### src/hw/rtl/dae_pkg.sv
// Shared types and constants of the DNS answer address extractor.
// No dependencies; every other file of the block except dae_if imports this package.
`default_nettype none

package dae_pkg;

    // Byte queue between the classifier and the parser
    localparam int Q_DEPTH = 4;
    localparam int Q_PTR_W = $clog2(Q_DEPTH);
    localparam int Q_CNT_W = $clog2(Q_DEPTH + 1);

    // DNS field constants
    localparam logic [7:0]  PTR_MASK    = 8'hC0;
    localparam logic [7:0]  RCODE_MASK  = 8'h0F;
    localparam logic [15:0] TYPE_A      = 16'd1;
    localparam logic [15:0] TYPE_AAAA   = 16'd28;
    localparam logic [15:0] LEN_A       = 16'd4;
    localparam logic [15:0] LEN_AAAA    = 16'd16;
    localparam logic [3:0]  HDR_RCODE   = 4'd3;
    localparam logic [3:0]  HDR_QD_HI   = 4'd4;
    localparam logic [3:0]  HDR_QD_LO   = 4'd5;
    localparam logic [3:0]  HDR_AN_HI   = 4'd6;
    localparam logic [3:0]  HDR_AN_LO   = 4'd7;
    localparam logic [3:0]  HDR_LAST    = 4'd11;
    localparam logic [3:0]  QFIX_LAST   = 4'd3;
    localparam logic [3:0]  AFIX_TYPE_HI = 4'd0;
    localparam logic [3:0]  AFIX_TYPE_LO = 4'd1;
    localparam logic [3:0]  AFIX_LEN_HI = 4'd8;
    localparam logic [3:0]  AFIX_LEN_LO = 4'd9;
    localparam int          ADDR_BYTES  = 16;

    // Classified packet byte as it travels through the queue
    typedef struct packed {
        logic [7:0] data;
        logic       last;
        logic       is_ptr;
        logic       is_zero;
        logic       rcode_nz;
    } t_beat;

    // Queue status seen by the classifier and the top level
    typedef struct packed {
        logic               empty;
        logic               full;
        logic [Q_CNT_W-1:0] count;
    } t_q_stat;

    // Parser phases, one-hot
    typedef enum logic [8:0] {
        PH_HEADER = 9'b000000001,
        PH_LABEL  = 9'b000000010,
        PH_SKIP   = 9'b000000100,
        PH_PTR    = 9'b000001000,
        PH_QFIXED = 9'b000010000,
        PH_AFIXED = 9'b000100000,
        PH_RDSKIP = 9'b001000000,
        PH_ADDR   = 9'b010000000,
        PH_DONE   = 9'b100000000
    } t_phase;

    // Packet outcome; the first three double as the status codes
    typedef enum logic [1:0] {
        OUT_NONE = 2'd0,
        OUT_V4   = 2'd1,
        OUT_V6   = 2'd2,
        OUT_FAIL = 2'd3
    } t_outcome;

endpackage

`default_nettype wire

### src/hw/rtl/dae_if.sv
// Valid/ready channel interfaces of the DNS answer address extractor.
// No dependencies.
`default_nettype none

interface dae_in_if;
    logic       valid;
    logic       ready;
    logic [7:0] data_byte;
    logic       last_byte;

    modport source (output valid, output data_byte, output last_byte, input ready);
    modport sink   (input valid, input data_byte, input last_byte, output ready);
endinterface

interface dae_out_if;
    logic        valid;
    logic        ready;
    logic [1:0]  status;
    logic [63:0] addr_high;
    logic [63:0] addr_low;

    modport source (output valid, output status, output addr_high, output addr_low,
                    input ready);
    modport sink   (input valid, input status, input addr_high, input addr_low,
                    output ready);
endinterface

`default_nettype wire

### src/hw/rtl/dae_front.sv
// Front end: accepts packet bytes and tags them for the parser.
// Depends on dae_pkg and dae_in_if.
`default_nettype none

module dae_front import dae_pkg::*; (
    dae_in_if.sink  i_in,
    input  t_q_stat i_q_stat,
    output logic    o_push,
    output t_beat   o_beat
);

    assign i_in.ready = !i_q_stat.full;
    assign o_push     = i_in.valid && !i_q_stat.full;

    always_comb begin
        o_beat.data     = i_in.data_byte;
        o_beat.last     = i_in.last_byte;
        o_beat.is_ptr   = (i_in.data_byte & PTR_MASK) == PTR_MASK;
        o_beat.is_zero  = i_in.data_byte == 8'd0;
        o_beat.rcode_nz = (i_in.data_byte & RCODE_MASK) != 8'd0;
    end

endmodule

`default_nettype wire

### src/hw/rtl/dae_fifo.sv
// Short byte queue between the classifier and the parser.
// Depends on dae_pkg.
`default_nettype none

module dae_fifo import dae_pkg::*; (
    input  logic    i_clk,
    input  logic    i_rst_n,
    input  logic    i_push,
    input  t_beat   i_beat,
    input  logic    i_pop,
    output t_beat   o_head,
    output t_q_stat o_stat
);

    t_beat              r_mem [Q_DEPTH];
    logic [Q_PTR_W-1:0] r_wr, n_wr;
    logic [Q_PTR_W-1:0] r_rd, n_rd;
    logic [Q_CNT_W-1:0] r_cnt, n_cnt;

    always_comb begin
        n_wr  = i_push ? r_wr + Q_PTR_W'(1) : r_wr;
        n_rd  = i_pop  ? r_rd + Q_PTR_W'(1) : r_rd;
        n_cnt = r_cnt + Q_CNT_W'(i_push) - Q_CNT_W'(i_pop);
    end

    always_ff @(posedge i_clk) begin
        if (!i_rst_n) begin
            r_wr  <= '0;
            r_rd  <= '0;
            r_cnt <= '0;
        end else begin
            r_wr  <= n_wr;
            r_rd  <= n_rd;
            r_cnt <= n_cnt;
        end
    end

    always_ff @(posedge i_clk) begin
        if (i_push) begin
            r_mem[r_wr] <= i_beat;
        end
    end

    assign o_head       = r_mem[r_rd];
    assign o_stat.empty = r_cnt == '0;
    assign o_stat.full  = r_cnt == Q_CNT_W'(Q_DEPTH);
    assign o_stat.count = r_cnt;

endmodule

`default_nettype wire

### src/hw/rtl/dae_back.sv
// Back end: walks the DNS message one byte per cycle (a last byte waits while a
// result is untaken), registers the result; depends on dae_pkg and dae_out_if.
`default_nettype none

module dae_back import dae_pkg::*; (
    input  logic    i_clk,
    input  logic    i_rst_n,
    input  t_beat   i_head,
    input  logic    i_head_valid,
    output logic    o_pop,
    dae_out_if.source o_out
);

    t_phase      r_phase, n_phase;
    logic [3:0]  r_hpos, n_hpos;
    logic [15:0] r_qleft, n_qleft;
    logic [15:0] r_aleft, n_aleft;
    logic [15:0] r_skip, n_skip;
    logic [15:0] r_rtype, n_rtype;
    logic [15:0] r_dlen, n_dlen;
    logic [3:0]  r_fidx, n_fidx;
    t_outcome    r_outc, n_outc;
    logic [7:0]  r_addr [ADDR_BYTES];
    logic [7:0]  n_addr [ADDR_BYTES];

    logic        r_ovalid;
    logic [1:0]  r_status;
    logic [63:0] r_hi;
    logic [63:0] r_lo;

    logic        slot_free;
    logic        emit;
    logic        found;
    logic [7:0]  b;
    logic [15:0] skip_dec;
    logic [15:0] dlen_now;
    logic [15:0] aleft_dec;
    logic [15:0] qleft_dec;
    logic [3:0]  aidx;
    logic [63:0] res_hi;
    logic [63:0] res_lo;

    assign slot_free = !r_ovalid || o_out.ready;
    assign o_pop     = i_head_valid && (!i_head.last || slot_free);
    assign emit      = o_pop && i_head.last;
    assign b         = i_head.data;
    assign skip_dec  = r_skip - 16'd1;
    assign dlen_now  = {r_dlen[15:8], b};
    assign aleft_dec = r_aleft - 16'd1;
    assign qleft_dec = r_qleft - 16'd1;
    assign aidx      = 4'(r_dlen - r_skip);

    always_comb begin
        n_phase = r_phase;
        n_hpos  = r_hpos;
        n_qleft = r_qleft;
        n_aleft = r_aleft;
        n_skip  = r_skip;
        n_rtype = r_rtype;
        n_dlen  = r_dlen;
        n_fidx  = r_fidx;
        n_outc  = r_outc;
        for (int i = 0; i < ADDR_BYTES; i++) begin
            n_addr[i] = r_addr[i];
        end

        if (o_pop) begin
            unique case (r_phase)
                PH_HEADER: begin
                    if (r_hpos == HDR_RCODE && i_head.rcode_nz) begin
                        n_outc  = OUT_FAIL;
                        n_phase = PH_DONE;
                    end else begin
                        if (r_hpos == HDR_QD_HI) n_qleft = {b, r_qleft[7:0]};
                        if (r_hpos == HDR_QD_LO) n_qleft = {r_qleft[15:8], b};
                        if (r_hpos == HDR_AN_HI) n_aleft = {b, r_aleft[7:0]};
                        if (r_hpos == HDR_AN_LO) n_aleft = {r_aleft[15:8], b};
                        if (r_hpos >= HDR_LAST) begin
                            // Counts are complete by now
                            if (r_qleft != '0 || r_aleft != '0) begin
                                n_phase = PH_LABEL;
                            end else begin
                                n_phase = PH_DONE;
                                n_outc  = OUT_FAIL;
                            end
                        end else begin
                            n_hpos = r_hpos + 4'd1;
                        end
                    end
                end
                PH_LABEL: begin
                    priority if (i_head.is_ptr) begin
                        n_phase = PH_PTR;
                    end else if (i_head.is_zero) begin
                        n_fidx  = '0;
                        n_phase = (r_qleft != '0) ? PH_QFIXED : PH_AFIXED;
                    end else begin
                        n_skip  = {8'd0, b};
                        n_phase = PH_SKIP;
                    end
                end
                PH_SKIP: begin
                    n_skip = skip_dec;
                    if (skip_dec == '0) n_phase = PH_LABEL;
                end
                PH_PTR: begin
                    n_fidx  = '0;
                    n_phase = (r_qleft != '0) ? PH_QFIXED : PH_AFIXED;
                end
                PH_QFIXED: begin
                    n_fidx = r_fidx + 4'd1;
                    if (r_fidx >= QFIX_LAST) begin
                        n_qleft = qleft_dec;
                        if (qleft_dec != '0 || r_aleft != '0) begin
                            n_phase = PH_LABEL;
                        end else begin
                            n_phase = PH_DONE;
                            n_outc  = OUT_FAIL;
                        end
                    end
                end
                PH_AFIXED: begin
                    if (r_fidx == AFIX_TYPE_HI) n_rtype = {b, r_rtype[7:0]};
                    if (r_fidx == AFIX_TYPE_LO) n_rtype = {r_rtype[15:8], b};
                    if (r_fidx == AFIX_LEN_HI)  n_dlen  = {b, r_dlen[7:0]};
                    if (r_fidx == AFIX_LEN_LO)  n_dlen  = dlen_now;
                    if (r_fidx < AFIX_LEN_LO) begin
                        n_fidx = r_fidx + 4'd1;
                    end else if ((r_rtype == TYPE_A && dlen_now == LEN_A) ||
                                 (r_rtype == TYPE_AAAA && dlen_now == LEN_AAAA)) begin
                        n_skip  = dlen_now;
                        n_phase = PH_ADDR;
                        for (int i = 0; i < ADDR_BYTES; i++) begin
                            n_addr[i] = '0;
                        end
                    end else if (dlen_now == '0) begin
                        n_aleft = aleft_dec;
                        if (r_qleft != '0 || aleft_dec != '0) begin
                            n_phase = PH_LABEL;
                        end else begin
                            n_phase = PH_DONE;
                            n_outc  = OUT_FAIL;
                        end
                    end else begin
                        n_skip  = dlen_now;
                        n_phase = PH_RDSKIP;
                    end
                end
                PH_RDSKIP: begin
                    n_skip = skip_dec;
                    if (skip_dec == '0) begin
                        n_aleft = aleft_dec;
                        if (r_qleft != '0 || aleft_dec != '0) begin
                            n_phase = PH_LABEL;
                        end else begin
                            n_phase = PH_DONE;
                            n_outc  = OUT_FAIL;
                        end
                    end
                end
                PH_ADDR: begin
                    n_addr[aidx] = b;
                    n_skip       = skip_dec;
                    if (skip_dec == '0) begin
                        n_outc  = (r_dlen == LEN_A) ? OUT_V4 : OUT_V6;
                        n_phase = PH_DONE;
                    end
                end
                PH_DONE: begin
                    // Drop everything up to the end of the packet
                end
                default: begin
                    n_phase = PH_DONE;
                end
            endcase
        end
    end

    // Result of the packet as it stands after the current byte
    assign found = n_outc == OUT_V4 || n_outc == OUT_V6;

    always_comb begin
        for (int i = 0; i < ADDR_BYTES / 2; i++) begin
            res_hi[63 - 8*i -: 8] = found ? n_addr[i] : 8'd0;
            res_lo[63 - 8*i -: 8] = found ? n_addr[i + ADDR_BYTES / 2] : 8'd0;
        end
    end

    always_ff @(posedge i_clk) begin
        if (!i_rst_n || emit) begin
            r_phase <= PH_HEADER;
            r_hpos  <= '0;
            r_qleft <= '0;
            r_aleft <= '0;
            r_skip  <= '0;
            r_rtype <= '0;
            r_dlen  <= '0;
            r_fidx  <= '0;
            r_outc  <= OUT_NONE;
        end else begin
            r_phase <= n_phase;
            r_hpos  <= n_hpos;
            r_qleft <= n_qleft;
            r_aleft <= n_aleft;
            r_skip  <= n_skip;
            r_rtype <= n_rtype;
            r_dlen  <= n_dlen;
            r_fidx  <= n_fidx;
            r_outc  <= n_outc;
        end
    end

    always_ff @(posedge i_clk) begin
        for (int i = 0; i < ADDR_BYTES; i++) begin
            r_addr[i] <= n_addr[i];
        end
    end

    // Output register
    always_ff @(posedge i_clk) begin
        if (!i_rst_n) begin
            r_ovalid <= 1'b0;
        end else if (emit) begin
            r_ovalid <= 1'b1;
        end else if (o_out.ready) begin
            r_ovalid <= 1'b0;
        end
    end

    always_ff @(posedge i_clk) begin
        if (emit) begin
            r_status <= found ? n_outc : OUT_NONE;
            r_hi     <= res_hi;
            r_lo     <= res_lo;
        end
    end

    assign o_out.valid     = r_ovalid;
    assign o_out.status    = r_status;
    assign o_out.addr_high = r_hi;
    assign o_out.addr_low  = r_lo;

endmodule

`default_nettype wire

### src/hw/rtl/dns_answer_address_extractor.sv
// Top level of the DNS answer address extractor.
// Depends on dae_pkg, dae_if, dae_front, dae_fifo and dae_back.
`default_nettype none

// Channel   Dir  Beat payload                         Handshake
// i_in      in   data_byte[7:0], last_byte            valid/ready
// o_out     out  status[1:0], addr_high[63:0],        valid/ready
//                addr_low[63:0]
//
// One byte per cycle is sustained while results are taken; the parser consumes
// one queued byte per cycle unless a last byte waits on the output register. A
// result is registered once the parser pops the packet's last byte from the queue.
// Reset is synchronous, active low, and empties the queue and parser.
// A full four-entry byte queue drops ready on i_in; only a last byte waits
// in the queue while the output register holds an untaken result.
//
// Flow: the front end tags each byte (pointer, zero, rcode bits) and pushes
// it into the queue; the back end walks header, questions and answers and
// captures the first A record with 4 data bytes or AAAA with 16.
module dns_answer_address_extractor import dae_pkg::*; (
    input  logic      i_clk,
    input  logic      i_rst_n,
    dae_in_if.sink    i_in,
    dae_out_if.source o_out
);

    logic    push;
    logic    pop;
    t_beat   push_beat;
    t_beat   head;
    t_q_stat q_stat;

    dae_front u_front (
        .i_in     (i_in),
        .i_q_stat (q_stat),
        .o_push   (push),
        .o_beat   (push_beat)
    );

    dae_fifo u_fifo (
        .i_clk   (i_clk),
        .i_rst_n (i_rst_n),
        .i_push  (push),
        .i_beat  (push_beat),
        .i_pop   (pop),
        .o_head  (head),
        .o_stat  (q_stat)
    );

    dae_back u_back (
        .i_clk        (i_clk),
        .i_rst_n      (i_rst_n),
        .i_head       (head),
        .i_head_valid (!q_stat.empty),
        .o_pop        (pop),
        .o_out        (o_out)
    );

    // Never pop an empty queue
    a_pop_nonempty: assert property (@(posedge i_clk) disable iff (!i_rst_n)
        pop |-> !q_stat.empty)
        else $error("byte queue popped while empty");

    // A last byte must not overwrite a result still waiting
    a_no_overwrite: assert property (@(posedge i_clk) disable iff (!i_rst_n)
        (pop && head.last) |-> (!o_out.valid || o_out.ready))
        else $error("result overwritten before it was taken");

    // Queue occupancy rises by one on a push without a pop
    a_count_step: assert property (@(posedge i_clk) disable iff (!i_rst_n)
        $past(i_rst_n) && (push && !pop) |=> (q_stat.count == $past(q_stat.count) + 1'b1))
        else $error("queue count out of step with pushes");

    // Reset leaves the queue empty and no result pending
    a_reset_clear: assert property (@(posedge i_clk)
        $past(!i_rst_n) |-> (q_stat.empty && !o_out.valid))
        else $error("state not cleared by reset");

endmodule

`default_nettype wire

### src/flat_wrapper.sv
// flat-port wrapper written by rule: the top's interface ports become plain ports
module dns_answer_address_extractor_flat import dae_pkg::*;
  (i_clk, i_rst_n, i_in_valid, i_in_data_byte, i_in_last_byte, i_in_ready, o_out_valid, o_out_status, o_out_addr_high, o_out_addr_low, o_out_ready);
  dae_in_if i_in_i ();
  dae_out_if o_out_i ();
  input  logic i_clk;
  input  logic i_rst_n;
  input wire logic [$bits(i_in_i.valid)-1:0] i_in_valid;
  input wire logic [$bits(i_in_i.data_byte)-1:0] i_in_data_byte;
  input wire logic [$bits(i_in_i.last_byte)-1:0] i_in_last_byte;
  output wire logic [$bits(i_in_i.ready)-1:0] i_in_ready;
  output wire logic [$bits(o_out_i.valid)-1:0] o_out_valid;
  output wire logic [$bits(o_out_i.status)-1:0] o_out_status;
  output wire logic [$bits(o_out_i.addr_high)-1:0] o_out_addr_high;
  output wire logic [$bits(o_out_i.addr_low)-1:0] o_out_addr_low;
  input wire logic [$bits(o_out_i.ready)-1:0] o_out_ready;
  assign i_in_i.valid = i_in_valid;
  assign i_in_i.data_byte = i_in_data_byte;
  assign i_in_i.last_byte = i_in_last_byte;
  assign i_in_ready = i_in_i.ready;
  assign o_out_valid = o_out_i.valid;
  assign o_out_status = o_out_i.status;
  assign o_out_addr_high = o_out_i.addr_high;
  assign o_out_addr_low = o_out_i.addr_low;
  assign o_out_i.ready = o_out_ready;
  dns_answer_address_extractor u_core (.i_clk(i_clk), .i_rst_n(i_rst_n), .i_in(i_in_i), .o_out(o_out_i));
endmodule
### config.mk
export PLATFORM = sky130hd
export DESIGN_NAME = dns_answer_address_extractor_flat
export DESIGN_NICKNAME = d
export VERILOG_FILES = /design/src/hw/rtl/dae_pkg.sv /design/src/hw/rtl/dae_if.sv /design/src/hw/rtl/dae_front.sv /design/src/hw/rtl/dae_fifo.sv /design/src/hw/rtl/dae_back.sv /design/src/hw/rtl/dns_answer_address_extractor.sv /design/src/flat_wrapper.sv
export SDC_FILE = /design/constraint.sdc
export NUM_CORES = 1
export LEC_CHECK = 0
export BUFFER_PORTS_ARGS = -buffer_cell sky130_fd_sc_hd__buf_2
export CORE_MARGIN = 5
export CORE_UTILIZATION = 40
export CTS_CLUSTER_SIZE = 12
export DETAILED_ROUTE_END_ITERATION = 8
export PLACE_DENSITY = 0.58
export SLEW_MARGIN = 10
export SYNTH_ARGS = -nofsm -noshare
export SYNTH_HDL_FRONTEND = slang
export SYNTH_SLANG_ARGS = --single-unit
### constraint.sdc
create_clock -name i_clk -period 6.3 [get_ports i_clk]
set_input_delay 0.315 -clock i_clk [delete_from_list [all_inputs] [get_ports i_clk]]
set_output_delay 0.315 -clock i_clk [all_outputs]
set_load 0.05 [all_outputs]
==> results of run 1 <==
[registers in the layout, summed over array words and instances (netlist names), named ones only]
name and count:
u_core.u_back.o_out.addr_high 64, u_core.u_back.o_out.addr_low 64, u_core.u_back.o_out.status 2, u_core.u_back.o_out.valid 1, u_core.u_back.r_addr 128, u_core.u_back.r_aleft 16, u_core.u_back.r_dlen 16, u_core.u_back.r_fidx 4
u_core.u_back.r_hpos 4, u_core.u_back.r_outc 2, u_core.u_back.r_phase 9, u_core.u_back.r_qleft 16, u_core.u_back.r_rtype 16, u_core.u_back.r_skip 16, u_core.u_fifo.r_cnt 3, u_core.u_fifo.r_mem 48
u_core.u_fifo.r_rd 2, u_core.u_fifo.r_wr 2
[per-layer routing]
layer  vias to the layer above  GRT usage, %  routed length (um)
met5                         -             0                   0
met4                         0          4.87                 971
li1                       6053             -                   -
met3                        64          3.48                2620
met2                       346          29.0               20600
met1                      6115          24.9               20200
[worst max-delay path, delay by kind of cell (launching register included)]
kind | cells | cell delay, ps
AO/OA/AOI/OAI | 3 | 840
XOR/XNOR | 1 | 720
adder cells (fa/ha/maj) | 1 | 380
buffers and inverters | 2 | 510
flip-flops | 1 | 380
multiplexers | 1 | 370
AND/OR/NAND/NOR | 4 | 1290
[final cells by class]
| class | count | share of cell area [%] |
|---|---|---|
| clock buffer | 71 | 6.42 |
| inverter | 33 | 0.621 |
| sequential | 415 | 49.6 |
| timing repair buffer | 170 | 4.86 |
| clock inverter | 12 | 0.553 |
| multi-input combinational | 1033 | 34.3 |
| tap | 592 | 3.64 |
[logic make-up (layout without fill, tap and decap cells)]
| family | count (synthesis) | count (layout) |
|---|---|---|
| simple gates | 568 | 568 |
| compound gates | 352 | 352 |
| flops | 415 | 415 |
| mux | 55 | 55 |
| xor+xnor | 33 | 33 |
| fa+ha+maj | 25 | 25 |
| buf+inv | 148 | 286 |
[power by group through the flow]
stage | Sequential (W) | Clock, W | Combinational (W)
after floorplan | 0.00494 | 0 | 0.00129
after global routing | 0.00368 | 0.00272 | 0.00361
after detailed placement | 0.00370 | 0 | 0.00340
after CTS | 0.00365 | 0.00261 | 0.00341
final | 0.00363 | 0.00254 | 0.00338
after global placement | 0.00369 | 0 | 0.00338
[cell usage after synthesis (5+ instances only)]
cell,n
and2_1,23
nand2_1,74
nand3_1,35
nand2b_1,12
mux4_2,12
o21a_1,5
or4_1,9
and3_1,10
buf_2,9
a211oi_1,11
nor2_1,139
dfxtp_1,237
a21o_1,6
nand4_1,19
nor4b_1,6
a21oi_1,63
nor4_1,13
nor2b_1,136
buf_1,9
o31ai_1,6
a221oi_1,9
xnor2_1,22
a22o_1,128
mux2i_1,42
clkbuf_1,80
inv_1,32
nand3b_1,5
nand4b_1,5
edfxtp_1,178
nor3b_1,8
a31oi_1,13
a22oi_1,19
buf_4,15
ha_1,23
o21ai_0,50
or3_1,8
nor3_1,45
xor2_1,11
[what timing repair did]
item,CTS,global route
endpoints found under the setup margin,0,0
endpoints found under the hold margin,36,0
hold buffers,9,0
[final timing paths]
path / startpoint / end / slack (ps) / depth (start not counted)
max: u_core.u_back.r_skip[1]$_SDFFE_PP0P_ / u_core.u_back.o_out.addr_high[37]$_SDFFCE_PN0P_ / 1530 / 12
min: i_rst_n / u_core.u_back.o_out.valid$_SDFFE_PN0P_ / 60 / 2
max reg2reg: u_core.u_back.r_skip[1]$_SDFFE_PP0P_ / u_core.u_back.o_out.addr_high[37]$_SDFFCE_PN0P_ / 1530 / 12
min reg2reg: u_core.u_back.r_addr[0][38]$_DFF_P_ / u_core.u_back.r_addr[0][38]$_DFF_P_ / 470 / 1
[metrics by stage]
stage	area, sq um	total power, W
after floorplan	17700	0.00623
after global placement	18800	0.00707
after detailed placement	18800	0.00710
after CTS	20400	0.00966
after global routing	20400	0.0100
final	20400	0.00956
==> summary.txt, run 1 <==
Cells and area
  • Register Area: 10,100 sq um
  • Nets: 1,736
  • Area growth syn-to-layout: 15.1%
  • Most frequent cells in the layout: dfxtp_1, edfxtp_1, buf_2
  • Core Util, Final: 46.3%
  • Final antenna diode count: 0
  • Layout fillers: 4,079
  • Most common cell after layout, fill and taps aside: dfxtp_1
  • Post-route insts no fill: 2,326
  • Area occupied by multi-input gates: 6990 sq um
  • Layout cells sized above 1: 15.1%

Yosys
  • Largest family of logic cells by synthesized area: simple AND/OR/NAND/NOR gates
  • Yosys cell types: 77
  • Syn Area/Cell: 11.1 sq um
  • Synth top area cells: edfxtp_1, dfxtp_1, a22o_1, nor2b_1, nor2_1
  • Post-synth top flop: dfxtp_1
  • Post-synth top area share: 30.2%
  • Register bit total from synthesis: 415
  • Post-synthesis mux area share: 3.97%
  • Mapped Nets: 1,634
  • Asr flop ratio synth: 0%
  • EDFF count, synth: 178
  • Synth Area in Compound Gates: 14.5%
  • Sequential area share after synthesis: 57.1%
  • Post-synthesis adder-cell area fraction: 1.85%
  • Area of the mapped netlist: 17,700 sq um
  • Simple-Gate Fraction of Synth Area: 17.4%
  • Mapped Cells: 1,596
  • Ys Warns: 0
  • Synth Area in XOR/XNOR: 1.63%
  • Cell taking the most area after synthesis: edfxtp_1

CTS
  • Clk slew on worst S/H paths: 60 ps
  • Clk sinks: 415
  • CTS max path bufs: 3
  • Post-CTS sizing: 0
  • Insertion delay of the later-clocked pin in the worst-skew pair: 570 ps
  • CTS root buf: clkbuf_16
  • Post-CTS Setup Inserts: 0
  • CTS tree: built
  • Num CTS Buffers: 45
  • H-tree levels: 2

Detailed routing
  • # DRC: 0
  • Post-DR wirelength/cell: 19.1 um
  • DRT Pass-1 Iters: 5
  • Initial DRC count: 901
  • Vias per cell: 5.41
  • Total wire length: 44,400 um
  • Routed via count: 12.6k
  • Post-route ant nets: 0

Global route
  • First-pass GRT wire length: 69,500 um
  • Initial antenna violation count: 0
  • Total grt overflow: 0
  • Number of global-route vias before repair: 12.1k
  • Largest net degree at the start of global routing: 80
  • Gr usage total: 18.0%

STA
  • Post-layout min period: 4770 ps
  • Setup TNS: 0 ps
  • Hold WS: 58.2 ps
  • Final-report max-slew violation count: 0
  • Fmax achieved: 210 MHz
  • Hold Vio Cnt, Final: 0
  • Fin crit share: 75.6%
  • Worst-Margin Slew: 1230 ps
  • Clock Skew: 12.4 ps
  • Setup ws final: 1530 ps
  • RSZ-0062 raised after global routing: no
  • Final setup violation count: 0
  • Slew headroom: 17.7%

Pwr
  • Switch Pwr: 0.00387 W
  • Combinational group share of total power: 35.4%
  • Flop pwr share: 38.0%
  • Clock power frac: 26.6%
  • Max VDD drop: 350 uV
  • Power density cells: 470 nW/um^2
  • Total leakage power: 7.42 nW
  • Internal: 0.00569 W
  • Switch share: 40.5%

Floorplan
  • Die area: 48,500 sq um
  • Initial core utilization: 40.3%
  • Die Width: 220 um
  • Core box area: 43,900 sq um
  • Cell Rows: 77
  • Die Y: 220 um
  • I/O pin cnt: 145

Worst setup path
  • Worst-path cell chain: inv_1 -> ha_1 -> nor4b_1 -> a32o_1 -> a22oi_1 -> or4_1 -> nor3_1 -> mux2_2 -> a211oi_2 -> xor2_4 -> buf_12 -> nor2b_1
  • CP max-delay cell: xor2_4
  • CP Capture Type: register
  • CP max FO: 38
  • Max incr delay on CP: 720 ps
  • Critical path type: register to register
  • Worst EP required: 6610 ps
  • CP Launch Type: register
  • Critical Path AT: 5070 ps

Placement
  • GP Congestion: 0.876
  • Post-Place Cells: 2,234
  • Dpl ws: 1540 ps
  • Dpl hpwl: 28,800 um
  • Port Buffers: 144

Run status
  • Status: complete, no violations

Run
  • Max Cap Viol: 0

Hold path
  • Hold Crit Class: primary input to register
Note: power is estimated with default switching activity, not from simulation.
==> run 2: changes to the inputs <==
Settings changed: PLACE_DENSITY 0.58 to 0.6.
Clock period 6.3 ns to 3.84 ns, I/O delays scaled along.
==> run 2 against run 1 <==
Against the previous run:
- utilization increased by 1.4 points
- non-clock buffer count grew 67
- first-iteration DRC count down 14%
- count of clock-buffer cells in the layout down 3
- sequential power up 63%
- sequential cell count unchanged
- combinational power is 75% higher
- critical path type unchanged
- critical endpoint is now u_core.u_back.o_out.addr_high[27]$_SDFFCE_PN0P_
- highest routed layer unchanged
==> summary.txt, run 2 (synthesis results as in run 1) <==
Run status
  • Status: complete, no violations

Detailed routing
  • # DRC: 0 (unchanged)
  • Total wire length: 45,100 um (+1.5%)
  • Top Layer Used: met4
  • DR WL met2: 20,700 um (+0.50%)
  • Initial DRC count: 778 (-14%)
  • DRT Pass-1 Iters: 4 (-1)
  • Post-DR wirelength/cell: 18.8 um (-1.4%)
  • Post-route ant nets: 0 (unchanged)
  • Metal3 WL: 2410 um (-8.1%)
  • Vias per cell: 5.33 (-1.4%)
  • Routed via count: 12.8k (+1.5%)
  • M1 WL: 20,600 um (+1.7%)

STA
  • Clock Skew: 20.8 ps (+8.34 ps)
  • Final setup violation count: 0 (unchanged)
  • Post-layout min period: 3630 ps (-1130 ps)
  • Hold Vio Cnt, Final: 0 (unchanged)
  • Final-report max-slew violation count: 0 (unchanged)
  • Hold WS: 162 ps (+103 ps)
  • Fin crit share: 94.6% (+19 points)
  • Setup TNS: 0 ps (unchanged)
  • RSZ-0062 raised after global routing: no
  • Slew headroom: 31.3% (+14 points)
  • Worst-Margin Slew: 1030 ps (-205 ps)
  • Setup ws final: 206 ps (-1330 ps)
  • Fmax achieved: 275 MHz (+31%)

Pwr
  • Clock power frac: 26.1% (-0.5 points)
  • Max VDD drop: 437 uV (+25%)
  • Switch Pwr: 0.00648 W (+67%)
  • Power density cells: 764 nW/um^2 (+63%)
  • Combinational group share of total power: 37.0% (+1.6 points)
  • Switch share: 40.4% (-0.098 points)
  • Total leakage power: 7.79 nW (+4.9%)
  • Flop pwr share: 36.8% (-1.2 points)
  • Internal: 0.00955 W (+68%)

Cells and area
  • Layout fillers: 4,017 (-1.5%)
  • Layout cells sized above 1: 18.3% (+3.2 points)
  • Core Util, Final: 47.7% (+1.4 points)
  • Area occupied by multi-input gates: 7000 sq um (+0.18%)
  • Nets: 1,804 (+3.9%)
  • Register Area: 10,100 sq um (about the same)
  • Most frequent cells in the layout: dfxtp_1, edfxtp_1, buf_2
  • Max reg flops: 128 (unchanged)
  • Biggest register: u_core.u_back.r_addr
  • Most common cell after layout, fill and taps aside: dfxtp_1
  • Final antenna diode count: 0 (unchanged)
  • Area growth syn-to-layout: 18.6%

Worst setup path
  • Critical Path AT: 3950 ps (-1120 ps)
  • Critical path type: register to register
  • CP max-delay cell: or4_1
  • Instance count on the critical path: 13 (+1)
  • CP Launch Type: register
  • CP Capture Type: register
  • Worst Reg-to-Reg Cells: 13 (+1)
  • Worst-path cell chain: inv_1 -> ha_1 -> o21bai_1 -> a41o_1 -> o211a_1 -> or4_1 -> nor3_1 -> mux2_2 -> a211oi_4 -> xor2_4 -> buf_12 -> buf_12 -> nor2b_1
  • Most frequent CP cell: buf_12
  • CP top delay family: compound AO/OA/AOI/OAI gates
  • CP Buf/Inv Count: 3 (+1)
  • Max incr delay on CP: 580 ps (-140 ps)
  • CP max FO: 19 (-50%)
  • Worst EP required: 4160 ps (-2450 ps)

Global route
  • Number of global-route vias before repair: 12.3k (+1.1%)
  • Largest net degree at the start of global routing: 54 (-33%)
  • Initial antenna violation count: 0 (unchanged)
  • Gr usage total: 17.9% (about the same)
  • First-pass GRT wire length: 69,300 um (-0.21%)
  • Total grt overflow: 0 (unchanged)

Floorplan
  • Core box area: 43,900 sq um (unchanged)
  • Die Width: 220 um (unchanged)
  • Cell Rows: 77 (unchanged)
  • Die Y: 220 um (unchanged)
  • Initial core utilization: 40.3% (unchanged)
  • Die area: 48,500 sq um (unchanged)
  • I/O pin cnt: 145 (unchanged)

Hold path
  • Hold path depth: 4 (+2)
  • Hold Crit Class: primary input to register

CTS
  • Clk sinks: 415 (unchanged)
  • CTS tree: built
  • Insertion delay of the later-clocked pin in the worst-skew pair: 580 ps (about the same)
  • Clk slew on worst S/H paths: 60 ps (about the same)
  • CTS root buf: clkbuf_16
  • H-tree levels: 2 (unchanged)
  • Num CTS Buffers: 45 (unchanged)
  • CTS max path bufs: 3 (unchanged)

Placement
  • Port Buffers: 144 (unchanged)
  • Dpl ws: 88.9 ps (-1450 ps)
  • Dpl hpwl: 29,700 um (+3.2%)
  • GP Congestion: 0.877 (+0.10%)

Run
  • Max Cap Viol: 0 (unchanged)
## run 2: power by group through the flow
stage,registers [W],logic [W],clock network (W)
floorplan,0.00807,0.00212,0
global placement,0.00601,0.00582,0
detailed placement,0.00602,0.00586,0
CTS,0.00592,0.00589,0.00429
global route,0.00599,0.00633,0.00448
finish,0.00590,0.00593,0.00419
## run 2: cell type report
| type | instances | area share [%] |
|---|---|---|
| sequential | 415 | 48.1 |
| multi-input combinational | 1033 | 33.4 |
| timing repair buffer | 237 | 7.58 |
| clock buffer | 68 | 5.88 |
| tap | 592 | 3.53 |
| clock inverter | 16 | 0.889 |
| inverter | 33 | 0.608 |
| timing repair inverter | 1 | 0.0239 |
## run 2: path summary, 6_finish.rpt
check                                             from                                         endpoint  slack [ps]
setup reg to reg  u_core.u_back.r_skip[0]$_SDFFE_PP0P_  u_core.u_back.o_out.addr_high[27]$_SDFFCE_PN0P_         210
hold reg to reg    u_core.u_back.r_addr[0][35]$_DFF_P_              u_core.u_back.r_addr[0][35]$_DFF_P_         460
hold / removal                              i_in_valid               u_core.u_fifo.r_wr[1]$_SDFFE_PN0P_         160
setup / recovery  u_core.u_back.r_skip[0]$_SDFFE_PP0P_  u_core.u_back.o_out.addr_high[27]$_SDFFCE_PN0P_         210
## run 2: tightest hold or removal path: stages
cell	delay, ps
buf_2	120
and2_1	200
mux2i_1	90
nor2b_1	100
## run 2: stage by stage
| step | std cells | instance area (sq um) | total power (W) |
|---|---|---|---|
| 5_1_grt | 2395 | 21000 | 0.0168 |
| 3_3_place_gp | 2291 | 19300 | 0.0118 |
| 3_5_place_dp | 2291 | 19300 | 0.0119 |
| 6_report | 2395 | 21000 | 0.0160 |
| 2_1_floorplan | 1596 | 17700 | 0.0102 |
| 4_1_cts | 2386 | 20900 | 0.0161 |
## run 2: what timing repair did
item,in CTS,in global routing
hold buffers,11,0
setup buffers,0,7
hold endpoints to repair,46,0
setup endpoints to repair,0,129
gates resized for setup,0,3
## run 2: metal layers
metal	track usage [%]	vias to the layer above
met3	3.11	76
met4	6.76	0
met1	25.3	6161
li1	-	6197
met5	0	-
met2	27.9	338
